==> config.mk <==
export PLATFORM = sky130hd
export DESIGN_NAME = radix_integer_text_parser
export DESIGN_NICKNAME = d
export VERILOG_FILES = /design/src/design/rtp_pkg.sv /design/src/design/radix_integer_text_parser.sv /design/src/design/rtp_front.sv /design/src/design/rtp_queue.sv /design/src/design/rtp_back.sv
export SDC_FILE = /design/constraint.sdc
export NUM_CORES = 1
export LEC_CHECK = 0
export BUFFER_PORTS_ARGS = -buffer_cell sky130_fd_sc_hd__buf_2
export CORE_ASPECT_RATIO = 0.7
export CORE_MARGIN = 2
export CORE_UTILIZATION = 70
export CTS_CLUSTER_DIAMETER = 120
export DETAILED_ROUTE_END_ITERATION = 8
export GPL_TIMING_DRIVEN = 0
export PLACE_DENSITY = 0.91
export SYNTH_ARGS = -nofsm -noshare
export SYNTH_HDL_FRONTEND = slang
export SYNTH_SLANG_ARGS = --single-unit
==> constraint.sdc <==
create_clock -name clk -period 16.71 [get_ports clk]
set_input_delay 2.5065 -clock clk [delete_from_list [all_inputs] [get_ports clk]]
set_output_delay 2.5065 -clock clk [all_outputs]
set_load 0.02 [all_outputs]
==> src/design/rtp_pkg.sv <==
package rtp_pkg;

  // Sizes
  localparam int VALUE_WIDTH_DEFAULT = 64;
  localparam int OUT_WIDTH           = 64;
  localparam int RADIX_W             = 6;
  localparam int QUEUE_DEPTH         = 4;

  // Radix limits and reset value
  localparam logic [RADIX_W-1:0] RADIX_RESET = 6'd10;
  localparam logic [RADIX_W-1:0] RADIX_MIN   = 6'd2;
  localparam logic [RADIX_W-1:0] RADIX_MAX   = 6'd36;
  localparam logic [RADIX_W-1:0] DECIMAL     = 6'd10;

  // Digit code for a byte that is no digit at all (never below any radix)
  localparam logic [RADIX_W-1:0] DIGIT_NONE  = 6'd63;

  // Character codes
  localparam logic [7:0] CH_0     = 8'h30;
  localparam logic [7:0] CH_9     = 8'h39;
  localparam logic [7:0] CH_LA    = 8'h61;
  localparam logic [7:0] CH_LZ    = 8'h7A;
  localparam logic [7:0] CH_UA    = 8'h41;
  localparam logic [7:0] CH_UZ    = 8'h5A;
  localparam logic [7:0] CH_MINUS = 8'h2D;
  localparam logic [7:0] CH_PLUS  = 8'h2B;
  localparam logic [7:0] LETTER_BASE = 8'd10;

  // Configuration register indexes
  localparam logic [1:0] CFG_RADIX  = 2'd0;
  localparam logic [1:0] CFG_SIGNED = 2'd1;

  // Result status codes
  localparam logic [1:0] ST_OK       = 2'd0;
  localparam logic [1:0] ST_EMPTY    = 2'd1;
  localparam logic [1:0] ST_BADCHAR  = 2'd2;
  localparam logic [1:0] ST_OVERFLOW = 2'd3;

  // Class of a text byte as decided by the front end
  typedef enum logic [2:0] {
    K_NONE,
    K_PLUS,
    K_MINUS,
    K_DIGIT,
    K_BAD
  } kind_t;

  // One classified item on its way to the back end
  typedef struct packed {
    kind_t                kind;
    logic [RADIX_W-1:0]   digit;
    logic [RADIX_W-1:0]   base;
    logic                 sgn;
    logic                 last;
  } entry_t;

  // Digit value of a byte: 0-9, then letters of either case from ten up
  function automatic logic [RADIX_W-1:0] char_digit(input logic [7:0] c);
    logic [7:0] d;
    if (c >= CH_0 && c <= CH_9) begin
      d = c - CH_0;
    end else if (c >= CH_LA && c <= CH_LZ) begin
      d = c - CH_LA + LETTER_BASE;
    end else if (c >= CH_UA && c <= CH_UZ) begin
      d = c - CH_UA + LETTER_BASE;
    end else begin
      d = {2'b00, DIGIT_NONE};
    end
    return d[RADIX_W-1:0];
  endfunction

endpackage

==> src/design/radix_integer_text_parser.sv <==
// Parses one integer from a byte stream, one byte per item, the final item
// marked by last_char; that item yields one result (value and status). The
// front end takes one item per clock into a four-entry queue while the queue
// is not full. The back end reads a byte from the queue only in S_IDLE, where
// it registers a VALUE_WIDTH x 6 multiply; S_EXEC then adds the digit and
// compares with the limit, and after the last item S_FIN posts the result;
// the queue absorbs short bursts. A single result register sits on the
// output; while a result waits there the back end keeps parsing, and it
// stalls only once the next text is complete, after which input stops when
// the queue fills. Configuration writes apply to items accepted after the
// write; the block has no clearing pass after reset.
module radix_integer_text_parser import rtp_pkg::*; #(
  parameter int VALUE_WIDTH = VALUE_WIDTH_DEFAULT
) (
  input  logic                 clk,
  input  logic                 rst,
  // configuration
  input  logic                 cfg_valid,
  output logic                 cfg_ready,
  input  logic [1:0]           cfg_index,
  input  logic [5:0]           cfg_data,
  // input items
  input  logic                 push,
  output logic                 full,
  input  logic [7:0]           char_in,
  input  logic                 has_char,
  input  logic                 last_char,
  // result items
  output logic                 empty,
  input  logic                 pop,
  output logic [OUT_WIDTH-1:0] parsed_value,
  output logic [1:0]           parse_status
);

  logic                   q_wr;
  logic                   q_rd;
  logic                   q_full;
  logic                   q_empty;
  entry_t                 q_in;
  entry_t                 q_out;
  logic                   out_valid;
  logic [VALUE_WIDTH-1:0] out_value;

  assign cfg_ready    = 1'b1;
  assign full         = q_full;
  assign empty        = !out_valid;
  assign parsed_value = OUT_WIDTH'(out_value);

  rtp_front u_front (
    .clk       (clk),
    .rst       (rst),
    .cfg_wr    (cfg_valid && cfg_ready),
    .cfg_index (cfg_index),
    .cfg_data  (cfg_data),
    .push      (push),
    .char_in   (char_in),
    .has_char  (has_char),
    .last_char (last_char),
    .q_full    (q_full),
    .q_wr      (q_wr),
    .q_data    (q_in)
  );

  rtp_queue u_queue (
    .clk     (clk),
    .rst     (rst),
    .wr_en   (q_wr),
    .wr_data (q_in),
    .rd_en   (q_rd),
    .rd_data (q_out),
    .full    (q_full),
    .empty   (q_empty)
  );

  rtp_back #(
    .VALUE_WIDTH (VALUE_WIDTH)
  ) u_back (
    .clk        (clk),
    .rst        (rst),
    .q_empty    (q_empty),
    .q_data     (q_out),
    .q_rd       (q_rd),
    .pop        (pop),
    .out_valid  (out_valid),
    .out_value  (out_value),
    .out_status (parse_status)
  );

endmodule

==> src/design/rtp_front.sv <==
module rtp_front import rtp_pkg::*; (
  input  logic         clk,
  input  logic         rst,
  input  logic         cfg_wr,
  input  logic [1:0]   cfg_index,
  input  logic [5:0]   cfg_data,
  input  logic         push,
  input  logic [7:0]   char_in,
  input  logic         has_char,
  input  logic         last_char,
  input  logic         q_full,
  output logic         q_wr,
  output entry_t       q_data
);

  logic [RADIX_W-1:0] radix;
  logic               signed_mode;
  logic               at_first;
  logic               accept;
  logic [RADIX_W-1:0] base;
  logic [RADIX_W-1:0] digit;

  // Configuration registers
  always_ff @(posedge clk) begin
    if (rst) begin
      radix       <= RADIX_RESET;
      signed_mode <= 1'b0;
    end else if (cfg_wr) begin
      case (cfg_index)
        CFG_RADIX:  radix       <= cfg_data;
        CFG_SIGNED: signed_mode <= cfg_data[0];
        default: ;
      endcase
    end
  end

  // Effective base: decimal in signed mode, radix clamped to 2..36 otherwise
  always_comb begin
    if (signed_mode)            base = DECIMAL;
    else if (radix < RADIX_MIN) base = RADIX_MIN;
    else if (radix > RADIX_MAX) base = RADIX_MAX;
    else                        base = radix;
  end

  assign digit  = char_digit(char_in);
  assign accept = push && !q_full;
  // items with neither a byte nor the last mark leave no trace
  assign q_wr   = accept && (has_char || last_char);

  // Classify the byte
  always_comb begin
    q_data.digit = digit;
    q_data.base  = base;
    q_data.sgn   = signed_mode;
    q_data.last  = last_char;
    if (!has_char) begin
      q_data.kind = K_NONE;
    end else if (at_first && char_in == CH_PLUS) begin
      q_data.kind = K_PLUS;
    end else if (at_first && signed_mode && char_in == CH_MINUS) begin
      q_data.kind = K_MINUS;
    end else if (digit < base) begin
      q_data.kind = K_DIGIT;
    end else begin
      q_data.kind = K_BAD;
    end
  end

  // Start-of-text tracking
  always_ff @(posedge clk) begin
    if (rst) begin
      at_first <= 1'b1;
    end else if (accept) begin
      if (last_char)     at_first <= 1'b1;
      else if (has_char) at_first <= 1'b0;
    end
  end

endmodule

==> src/design/rtp_queue.sv <==
module rtp_queue import rtp_pkg::*; (
  input  logic   clk,
  input  logic   rst,
  input  logic   wr_en,
  input  entry_t wr_data,
  input  logic   rd_en,
  output entry_t rd_data,
  output logic   full,
  output logic   empty
);

  localparam int PTR_W = (QUEUE_DEPTH > 1) ? $clog2(QUEUE_DEPTH) : 1;
  localparam int CNT_W = $clog2(QUEUE_DEPTH + 1);

  entry_t             slots [QUEUE_DEPTH];
  logic [PTR_W-1:0]   wr_ptr;
  logic [PTR_W-1:0]   rd_ptr;
  logic [CNT_W-1:0]   count;

  assign full    = (count == CNT_W'(QUEUE_DEPTH));
  assign empty   = (count == '0);
  assign rd_data = slots[rd_ptr];

  // Storage
  always_ff @(posedge clk) begin
    if (wr_en) slots[wr_ptr] <= wr_data;
  end

  // Pointers and fill count
  always_ff @(posedge clk) begin
    if (rst) begin
      wr_ptr <= '0;
      rd_ptr <= '0;
      count  <= '0;
    end else begin
      if (wr_en) begin
        wr_ptr <= (wr_ptr == PTR_W'(QUEUE_DEPTH - 1)) ? '0 : wr_ptr + PTR_W'(1);
      end
      if (rd_en) begin
        rd_ptr <= (rd_ptr == PTR_W'(QUEUE_DEPTH - 1)) ? '0 : rd_ptr + PTR_W'(1);
      end
      if (wr_en && !rd_en)      count <= count + CNT_W'(1);
      else if (rd_en && !wr_en) count <= count - CNT_W'(1);
    end
  end

`ifndef NO_ASSERTIONS
  a_no_overrun: assert property (@(posedge clk) disable iff (rst) wr_en |-> !full)
    else $error("queue written while full");
  a_no_underrun: assert property (@(posedge clk) disable iff (rst) rd_en |-> !empty)
    else $error("queue read while empty");
  a_count_range: assert property (@(posedge clk) disable iff (rst)
      count <= CNT_W'(QUEUE_DEPTH))
    else $error("queue fill count beyond depth");
`endif

endmodule

==> src/design/rtp_back.sv <==
module rtp_back import rtp_pkg::*; #(
  parameter int VALUE_WIDTH = VALUE_WIDTH_DEFAULT
) (
  input  logic                   clk,
  input  logic                   rst,
  input  logic                   q_empty,
  input  entry_t                 q_data,
  output logic                   q_rd,
  input  logic                   pop,
  output logic                   out_valid,
  output logic [VALUE_WIDTH-1:0] out_value,
  output logic [1:0]             out_status
);

  localparam int PW = VALUE_WIDTH + RADIX_W;
  localparam int SW = PW + 1;
  localparam logic [SW-1:0] UNSIGNED_MAX = SW'({VALUE_WIDTH{1'b1}});
  localparam logic [SW-1:0] SIGNED_MAG   = SW'(1) << (VALUE_WIDTH - 1);

  typedef enum logic [1:0] {
    S_IDLE,
    S_EXEC,
    S_FIN
  } state_t;

  state_t                 state;
  entry_t                 cur;
  logic [PW-1:0]          prod;
  logic [VALUE_WIDTH-1:0] acc;
  logic                   neg;
  logic                   seen;
  logic [1:0]             err;

  logic [SW-1:0]          sum;
  logic [SW-1:0]          limit;
  logic                   over;
  logic                   out_free;
  logic [1:0]             fin_status;
  logic [VALUE_WIDTH-1:0] fin_value;

  assign q_rd = (state == S_IDLE) && !q_empty;

  // Add digit and check against the mode's limit
  assign sum   = SW'(prod) + SW'(cur.digit);
  assign limit = cur.sgn ? (SIGNED_MAG - SW'(!neg)) : UNSIGNED_MAX;
  assign over  = (sum > limit);

  assign out_free = !out_valid || pop;

  // Final status and value
  always_comb begin
    if (err != ST_OK) fin_status = err;
    else if (!seen)   fin_status = ST_EMPTY;
    else              fin_status = ST_OK;
    if (fin_status != ST_OK)  fin_value = '0;
    else if (cur.sgn && neg)  fin_value = (~acc) + VALUE_WIDTH'(1);
    else                      fin_value = acc;
  end

  // Sequencer: multiply, then add/compare, then post a result on the last item
  always_ff @(posedge clk) begin
    if (rst) begin
      state     <= S_IDLE;
      acc       <= '0;
      neg       <= 1'b0;
      seen      <= 1'b0;
      err       <= ST_OK;
      out_valid <= 1'b0;
    end else begin
      // the finish state reloads the result register itself
      if (out_valid && pop && state != S_FIN) out_valid <= 1'b0;
      unique case (state)
        S_IDLE: begin
          if (!q_empty) begin
            cur   <= q_data;
            prod  <= PW'(acc) * PW'(q_data.base);
            state <= S_EXEC;
          end
        end
        S_EXEC: begin
          // first error sticks until the end of the text
          if (err == ST_OK) begin
            unique case (cur.kind) inside
              K_PLUS, K_MINUS: neg <= (cur.kind == K_MINUS);
              K_BAD:           err <= ST_BADCHAR;
              K_DIGIT: begin
                if (over) begin
                  err <= ST_OVERFLOW;
                end else begin
                  acc  <= sum[VALUE_WIDTH-1:0];
                  seen <= 1'b1;
                end
              end
              default: ;
            endcase
          end
          state <= cur.last ? S_FIN : S_IDLE;
        end
        S_FIN: begin
          if (out_free) begin
            out_valid  <= 1'b1;
            out_value  <= fin_value;
            out_status <= fin_status;
            acc        <= '0;
            neg        <= 1'b0;
            seen       <= 1'b0;
            err        <= ST_OK;
            state      <= S_IDLE;
          end
        end
        default: state <= S_IDLE;
      endcase
    end
  end

`ifndef NO_ASSERTIONS
  a_err_zero_value: assert property (@(posedge clk) disable iff (rst)
      (out_valid && out_status != ST_OK) |-> (out_value == '0))
    else $error("error result carries a nonzero value");
  a_acc_needs_digit: assert property (@(posedge clk) disable iff (rst)
      !seen |-> (acc == '0))
    else $error("accumulator moved without a digit");
  a_err_sticky: assert property (@(posedge clk) disable iff (rst)
      (err != ST_OK && state != S_FIN) |=> (err == $past(err)))
    else $error("error code changed before the end of the text");
`endif

endmodule

==> impl_metrics.env, run 1 <==
export IMPL_status="finished, final reports clean"
export IMPL_postLayoutCoreUtil_pct=76.6
export IMPL_htreeDepth=1
export IMPL_synth_most_common_cell="inv_1"
export IMPL_yosys_top_cells_area="edfxtp_1, fa_1, ha_1"
export IMPL_hold_path_class="reg -> reg"
export IMPL_post_dp_cell_area_um2=29200
export IMPL_numPortBuffers=89
export IMPL_preCtsSetupSlack_ps=8090
export IMPL_cts_buffers=31
export IMPL_synth_top_area_cell="edfxtp_1"
export IMPL_drtIter0Drc=3062
export IMPL_clkTransAtPathRegs_ps=70
export IMPL_postSynthCellCount=2981
export IMPL_setup_tns_final_ps=0
export IMPL_rsz0062_at_grt="false"
export IMPL_finalCritPeriodShare_pct=53.3
export IMPL_grt_pass1_vias=23429
export IMPL_cp_buffers_inverters=6
export IMPL_skew_ps=18.1
export IMPL_gp_congestion=1.01
export IMPL_required_ps=17080
export IMPL_detail_route_vias_per_cell=6.42
export IMPL_dp_cells=3613
export IMPL_fillers=2701
export IMPL_syn_nets=3427
export IMPL_fin_cells=3676
export IMPL_fp_row_count=61
export IMPL_die_area_um2=41600
export IMPL_vias=23604
export IMPL_wl_met3_mm=10.7
export IMPL_ys_top_cells_by_count="inv_1, and2_1, nand2_1"
export IMPL_p_per_area_nw_per_um2=190
export IMPL_final_nets=3557
export IMPL_period_needed_ps=8910
export IMPL_place_hpwl_mm=62.5
export IMPL_track_usage_pct=40.1
export IMPL_path_max_fanout=13
export IMPL_io_pins=92
export IMPL_worst_ir_drop_vdd_uv=146
export IMPL_drc_errors=0
export IMPL_wire_per_inst_um=22.5
export IMPL_fin_area_um2=30300
export IMPL_antenna_left=0
export IMPL_crit_chain="clkbuf_1 -> mux4_2 -> clkbuf_1 -> and2_1 -> fa_1 -> fa_1 -> inv_1 -> fa_1 -> inv_1 -> ha_1 -> clkbuf_1 -> nand4_1 -> nor3_1 -> inv_1 -> a2111oi_0 -> o21ai_0 -> o31ai_1 -> a221oi_1 -> o211ai_1 -> a21oi_1 -> xnor2_1"
export IMPL_start_kind="flip-flop"
export IMPL_cts_root_buf="clkbuf_16"
export IMPL_die_w_um=243
export IMPL_setup_ws_ps=7800
export IMPL_critPathArrivalTime_ps=9280
export IMPL_holdBufCountCts=0
export IMPL_critical_path_class="reg -> reg"
export IMPL_end_kind="flip-flop"
export IMPL_setup_viol=0
export IMPL_synth_area_um2=28000
export IMPL_synth_seq_area_share_pct=29.4
export IMPL_fp_dieH_um=171
export IMPL_cts_max_path_buffers=3
export IMPL_cts_sinks=303
export IMPL_seq_area_um2=8220
export IMPL_drt_first_pass_iters=7
export IMPL_synth_edf_count=215
export IMPL_worst_pin_slew_ps=1420
export IMPL_top_layer_used="met5"
export IMPL_overflow=0
export IMPL_postCtsSetupBuffers=0
export IMPL_fmax_mhz=112
export IMPL_cellLeakagePower_uw=0.0133
export IMPL_clock_latency_ps=620
export IMPL_antenna_found_initial=5
export IMPL_ys_ff_latch=303
export IMPL_cpPeakStageDelay_ps=1010
export IMPL_yosys_area_top_type_share_pct=23.1
export IMPL_multi_input_area_um2=17800
export IMPL_cap_violations=0
export IMPL_async_flop_share_pct=0
export IMPL_slew_headroom_pct=4.77
export IMPL_cp_depth=21
export IMPL_crit_family="compound AO/OA/AOI/OAI gates"
export IMPL_ys_flop_type="edfxtp_1"
export IMPL_wl_met1_mm=31.4
export IMPL_cts_tree="built"
export IMPL_synth_warnings=0
export IMPL_grt_max_degree=72
export IMPL_drive_gt1_share_pct=7.49
export IMPL_worstRegToRegCells=21
export IMPL_ys_types=82
export IMPL_wirelength_mm=82.9
export IMPL_hold_viol_final=0
export IMPL_cp_slowest_cell="a2111oi_0"
export IMPL_core_um2=39500
export IMPL_syn_avg_cell_area_um2=9.39
export IMPL_cts_resized=0
export IMPL_start_util_pct=70.8
export IMPL_grt_pass1_wl_mm=129
export IMPL_met2WireLength_mm=35.9
export IMPL_finalMaxSlewViolations=0
export IMPL_area_growth_syn_to_layout_pct=8.21
export IMPL_whs_path_depth=2
[worst reg2reg max path, cell delays in order, from the launching register on]
cell and delay [ps]:
dfxtp_1 320, clkbuf_1 500, mux4_2 790, clkbuf_1 570
and2_1 420, fa_1 520, fa_1 550, inv_1 70
fa_1 550, inv_1 50, ha_1 260, clkbuf_1 350
nand4_1 220, nor3_1 260, inv_1 60, a2111oi_0 1010
o21ai_0 420, o31ai_1 700, a221oi_1 450, o211ai_1 330
a21oi_1 120, xnor2_1 140
[state kept, by name, indices dropped and copies added (netlist names), 3 cells and up, named ones only]
name / flops
u_queue.slots: 68
u_back.prod: 70
u_front.radix: 6
u_back.acc: 64
u_back.out_value: 64
u_queue.count: 3
u_back.cur: 11
[placed cells by master (no fill, tap or decap), types with 15 or more instances in the layout]
master,count
a21o_1,54
a21oi_1,156
a31o_2,43
a31oi_1,17
and2_1,323
and3_1,22
buf_2,94
clkbuf_1,160
clkbuf_16,33
dfxtp_1,88
edfxtp_1,215
fa_1,251
ha_1,172
inv_1,341
mux4_2,17
nand2_1,252
nand3_1,63
nand4_1,41
nor2_1,208
nor3_1,24
o21a_1,15
o21ai_0,94
or3_1,16
xnor2_1,114
xor2_1,72
[cells by family after synthesis]
kind of cell	share of synthesized area (%)
AOI/OAI and AO/OA	11.0
xor gates and xnor gates	5.82
adders and majority gates	25.6
buffers and inverters	7.05
DFF	29.4
muxes	1.84
other	0.0134
and+or+nand+nor	19.3
[worst paths after layout]
| kind | to | startpoint | slack, ps |
|---|---|---|---|
| setup / recovery | u_back.prod[62] | flip-flop | 7800 |
| hold / removal | u_queue.count[2] | u_queue.count[2] | 530 |
| setup reg to reg | u_back.prod[62] | flip-flop | 7800 |
| hold reg to reg | u_queue.count[2] | u_queue.count[2] | 530 |
[routing by layer]
metal	GRT usage (%)	up-vias
li1	-	10192
met1	54.0	11338
met2	61.4	1728
met3	9.86	344
met4	20.1	2
met5	0	-
[area by class of cell]
class / instances / area share, %
sequential: 303 / 27.1
multi-input combinational: 2161 / 58.8
clock buffer: 43 / 2.95
buffer: 174 / 2.27
timing repair buffer: 97 / 1.82
tap: 535 / 2.21
antenna: 5 / 0.0413
inverter: 343 / 4.25
clock inverter: 15 / 0.508
[power by group]
group	leakage, uW	switching [uW]	internal, uW
Sequential	0.00272	166	1110
Clock	0.000513	334	408
Combinational	0.0100	2470	1280
[through the flow]
step	total power [uW]	hold slack, ps
detailed placement	4860	473
global placement	4700	464
finish	5770	529
global route	6160	536
floorplan	3820	454
CTS	5640	507
Note: power is estimated with default switching activity, not from simulation.
==> run 2: changes to the inputs <==
Settings changed: CORE_UTILIZATION 70 to 65, PLACE_DENSITY 0.91 to 0.86.
Clock period 16.71 ns to 9.1 ns, I/O delays scaled along.
==> run 2 against run 1 <==
Effect of this change:
- clock-buffer cell count fell by 1
- power rose by 82%
- die area rose by 7.5%
- non-clock buffer count did not move
- core utilization fell by 4.9 points
- final area rose by 0.36%
- final cell count rose by 0.46%
- clock skew rose by 12 ps
- critical endpoint is now u_back.prod[66]
- critical path type unchanged
- setup slack got worse by 7600 ps
- global-route usage fell by 3.9 points
- combinational power rose by 81%
- sequential share of layout area fell by 0.097 points
==> impl_metrics.env, run 2 (synthesis gave the netlist of run 1 again) <==
export IMPL_drc_errors=0
export IMPL_hold_path_class="reg -> reg"
export IMPL_setup_viol=0
export IMPL_track_usage_pct=36.3
export IMPL_post_dp_cell_area_um2=29200
export IMPL_finalMaxSlewViolations=0
export IMPL_largest_reg_flops=70
export IMPL_final_nets=3560
export IMPL_area_growth_syn_to_layout_pct=8.60
export IMPL_reg_top3="u_back.prod (70), u_queue.slots (68)"
export IMPL_worst_pin_slew_ps=1350
export IMPL_seq_area_um2=8220
export IMPL_cts_root_buf="clkbuf_16"
export IMPL_place_hpwl_mm=61.2
export IMPL_numPortBuffers=89
export IMPL_antenna_found_initial=3
export IMPL_postCtsSetupBuffers=0
export IMPL_critPathArrivalTime_ps=9190
export IMPL_io_pins=92
export IMPL_grt_pass1_vias=22566
export IMPL_start_kind="flip-flop"
export IMPL_status="finished, final reports clean"
export IMPL_required_ps=9370
export IMPL_slew_headroom_pct=9.10
export IMPL_multi_input_area_um2=17800
export IMPL_rsz0062_at_grt="true"
export IMPL_fin_area_um2=30400
export IMPL_clock_latency_ps=570
export IMPL_min_from="u_back.err[0]"
export IMPL_cap_violations=0
export IMPL_wire_per_inst_um=21.7
export IMPL_die_area_um2=44800
export IMPL_antenna_left=0
export IMPL_worst_ir_drop_vdd_uv=227
export IMPL_period_needed_ps=8920
export IMPL_fp_row_count=63
export IMPL_cts_tree="built"
export IMPL_drive_gt1_share_pct=7.55
export IMPL_end_kind="flip-flop"
export IMPL_overflow=0
export IMPL_die_w_um=252
export IMPL_detail_route_vias_per_cell=6.25
export IMPL_finalCritPeriodShare_pct=98.0
export IMPL_htreeDepth=2
export IMPL_hold_viol_final=0
export IMPL_postLayoutCoreUtil_pct=71.7
export IMPL_critical_path_class="reg -> reg"
export IMPL_cts_max_path_buffers=3
export IMPL_fmax_mhz=112
export IMPL_cellLeakagePower_uw=0.0133
export IMPL_cts_sinks=303
export IMPL_fin_cells=3693
export IMPL_cts_buffers=34
export IMPL_dp_cells=3629
export IMPL_p_per_area_nw_per_um2=346
export IMPL_drt_first_pass_iters=7
export IMPL_fillers=3019
export IMPL_largest_register="u_back.prod"
export IMPL_gp_congestion=1.00
export IMPL_wirelength_mm=80.0
export IMPL_start_util_pct=66.0
export IMPL_layout_common_cells="inv_1, and2_1, nand2_1"
export IMPL_path_max_fanout=10
export IMPL_mostFrequentLayoutCell="inv_1"
export IMPL_clkTransAtPathRegs_ps=70
export IMPL_vias=23085
export IMPL_grt_max_degree=72
export IMPL_grt_pass1_wl_mm=124
export IMPL_fp_dieH_um=178
export IMPL_drtIter0Drc=2981
export IMPL_core_um2=42400
export IMPL_skew_ps=30.4
[run 2: cell count changes in the layout (fill, tap and decap cells not counted), moves of 2 or more]
| cell | change |
|---|---|
| clkinv_2 | -2 |
| diode_2 | -4 |
| clkinv_16 | +3 |
| inv_4 | -2 |
| clkinvlp_4 | +4 |
| clkinv_1 | +4 |
[run 2: final cells by class]
| cell class | instances | area share, % |
|---|---|---|
| Timing Repair Buffer | 97 | 1.81 |
| Inverter | 343 | 4.24 |
| Clock inverter | 20 | 0.782 |
| Clock buffer | 42 | 2.96 |
| Buffer | 174 | 2.26 |
| Sequential cell | 303 | 27.0 |
| Multi-Input combinational cell | 2161 | 58.6 |
| Antenna cell | 1 | 0.00823 |
| Tap cell | 552 | 2.27 |
[run 2: metrics by stage]
stage | total power, uW | setup WS [ps] | setup TNS, ps | hold slack, ps
after floorplan | 7010 | 2410 | 0 | 454
after global placement | 8620 | 184 | 0 | 466
after detailed placement | 8870 | 291 | 0 | 478
after CTS | 10400 | 95.8 | 0 | 502
after global routing | 11300 | -118 | -118 | 531
final | 10500 | 181 | 0 | 504
[run 2: path summary, 6_finish.rpt]
kind,to,slack [ps],cells past startpoint
setup / recovery,u_back.prod[66],180,19
hold / removal,u_back.err[0],500,2
setup reg to reg,u_back.prod[66],180,19
hold reg to reg,u_back.err[0],500,2
[run 2: worst max-delay path, stage by stage (launching register included)]
cell	delay, ps
dfxtp_1	320
clkbuf_1	500
mux4_2	580
clkbuf_1	880
nand2_1	220
fa_1	590
fa_1	520
fa_1	550
inv_1	40
ha_1	350
o211ai_1	100
o21bai_1	390
o21ai_0	370
a2111oi_1	960
o21ai_0	390
o31ai_1	640
a221oi_1	400
o22ai_1	450
nand4b_1	150
o311ai_0	200
[run 2: power by group]
group | total, uW | internal (uW) | switching (uW)
sequential | 2320 | 2030 | 286
combinational | 6800 | 2340 | 4460
clock | 1410 | 780 | 629
total | 10500 | 5150 | 5370
[run 2: layer usage]
| metal | GRT usage [%] | vias to the layer above | wire length [um] |
|---|---|---|---|
| met5 | 0 | - | 0 |
| met4 | 15.9 | 0 | 3730 |
| met3 | 8.65 | 211 | 9660 |
| met2 | 54.5 | 1433 | 34300 |
| met1 | 50.5 | 11237 | 32300 |
| li1 | - | 10204 | - |
[run 2: what timing repair did]
action / in CTS / in global routing
endpoints found under the hold margin: 0 / 0
endpoints found under the setup margin: 0 / 6
gates resized for setup: 0 / 2
hold buffers: 0 / 0
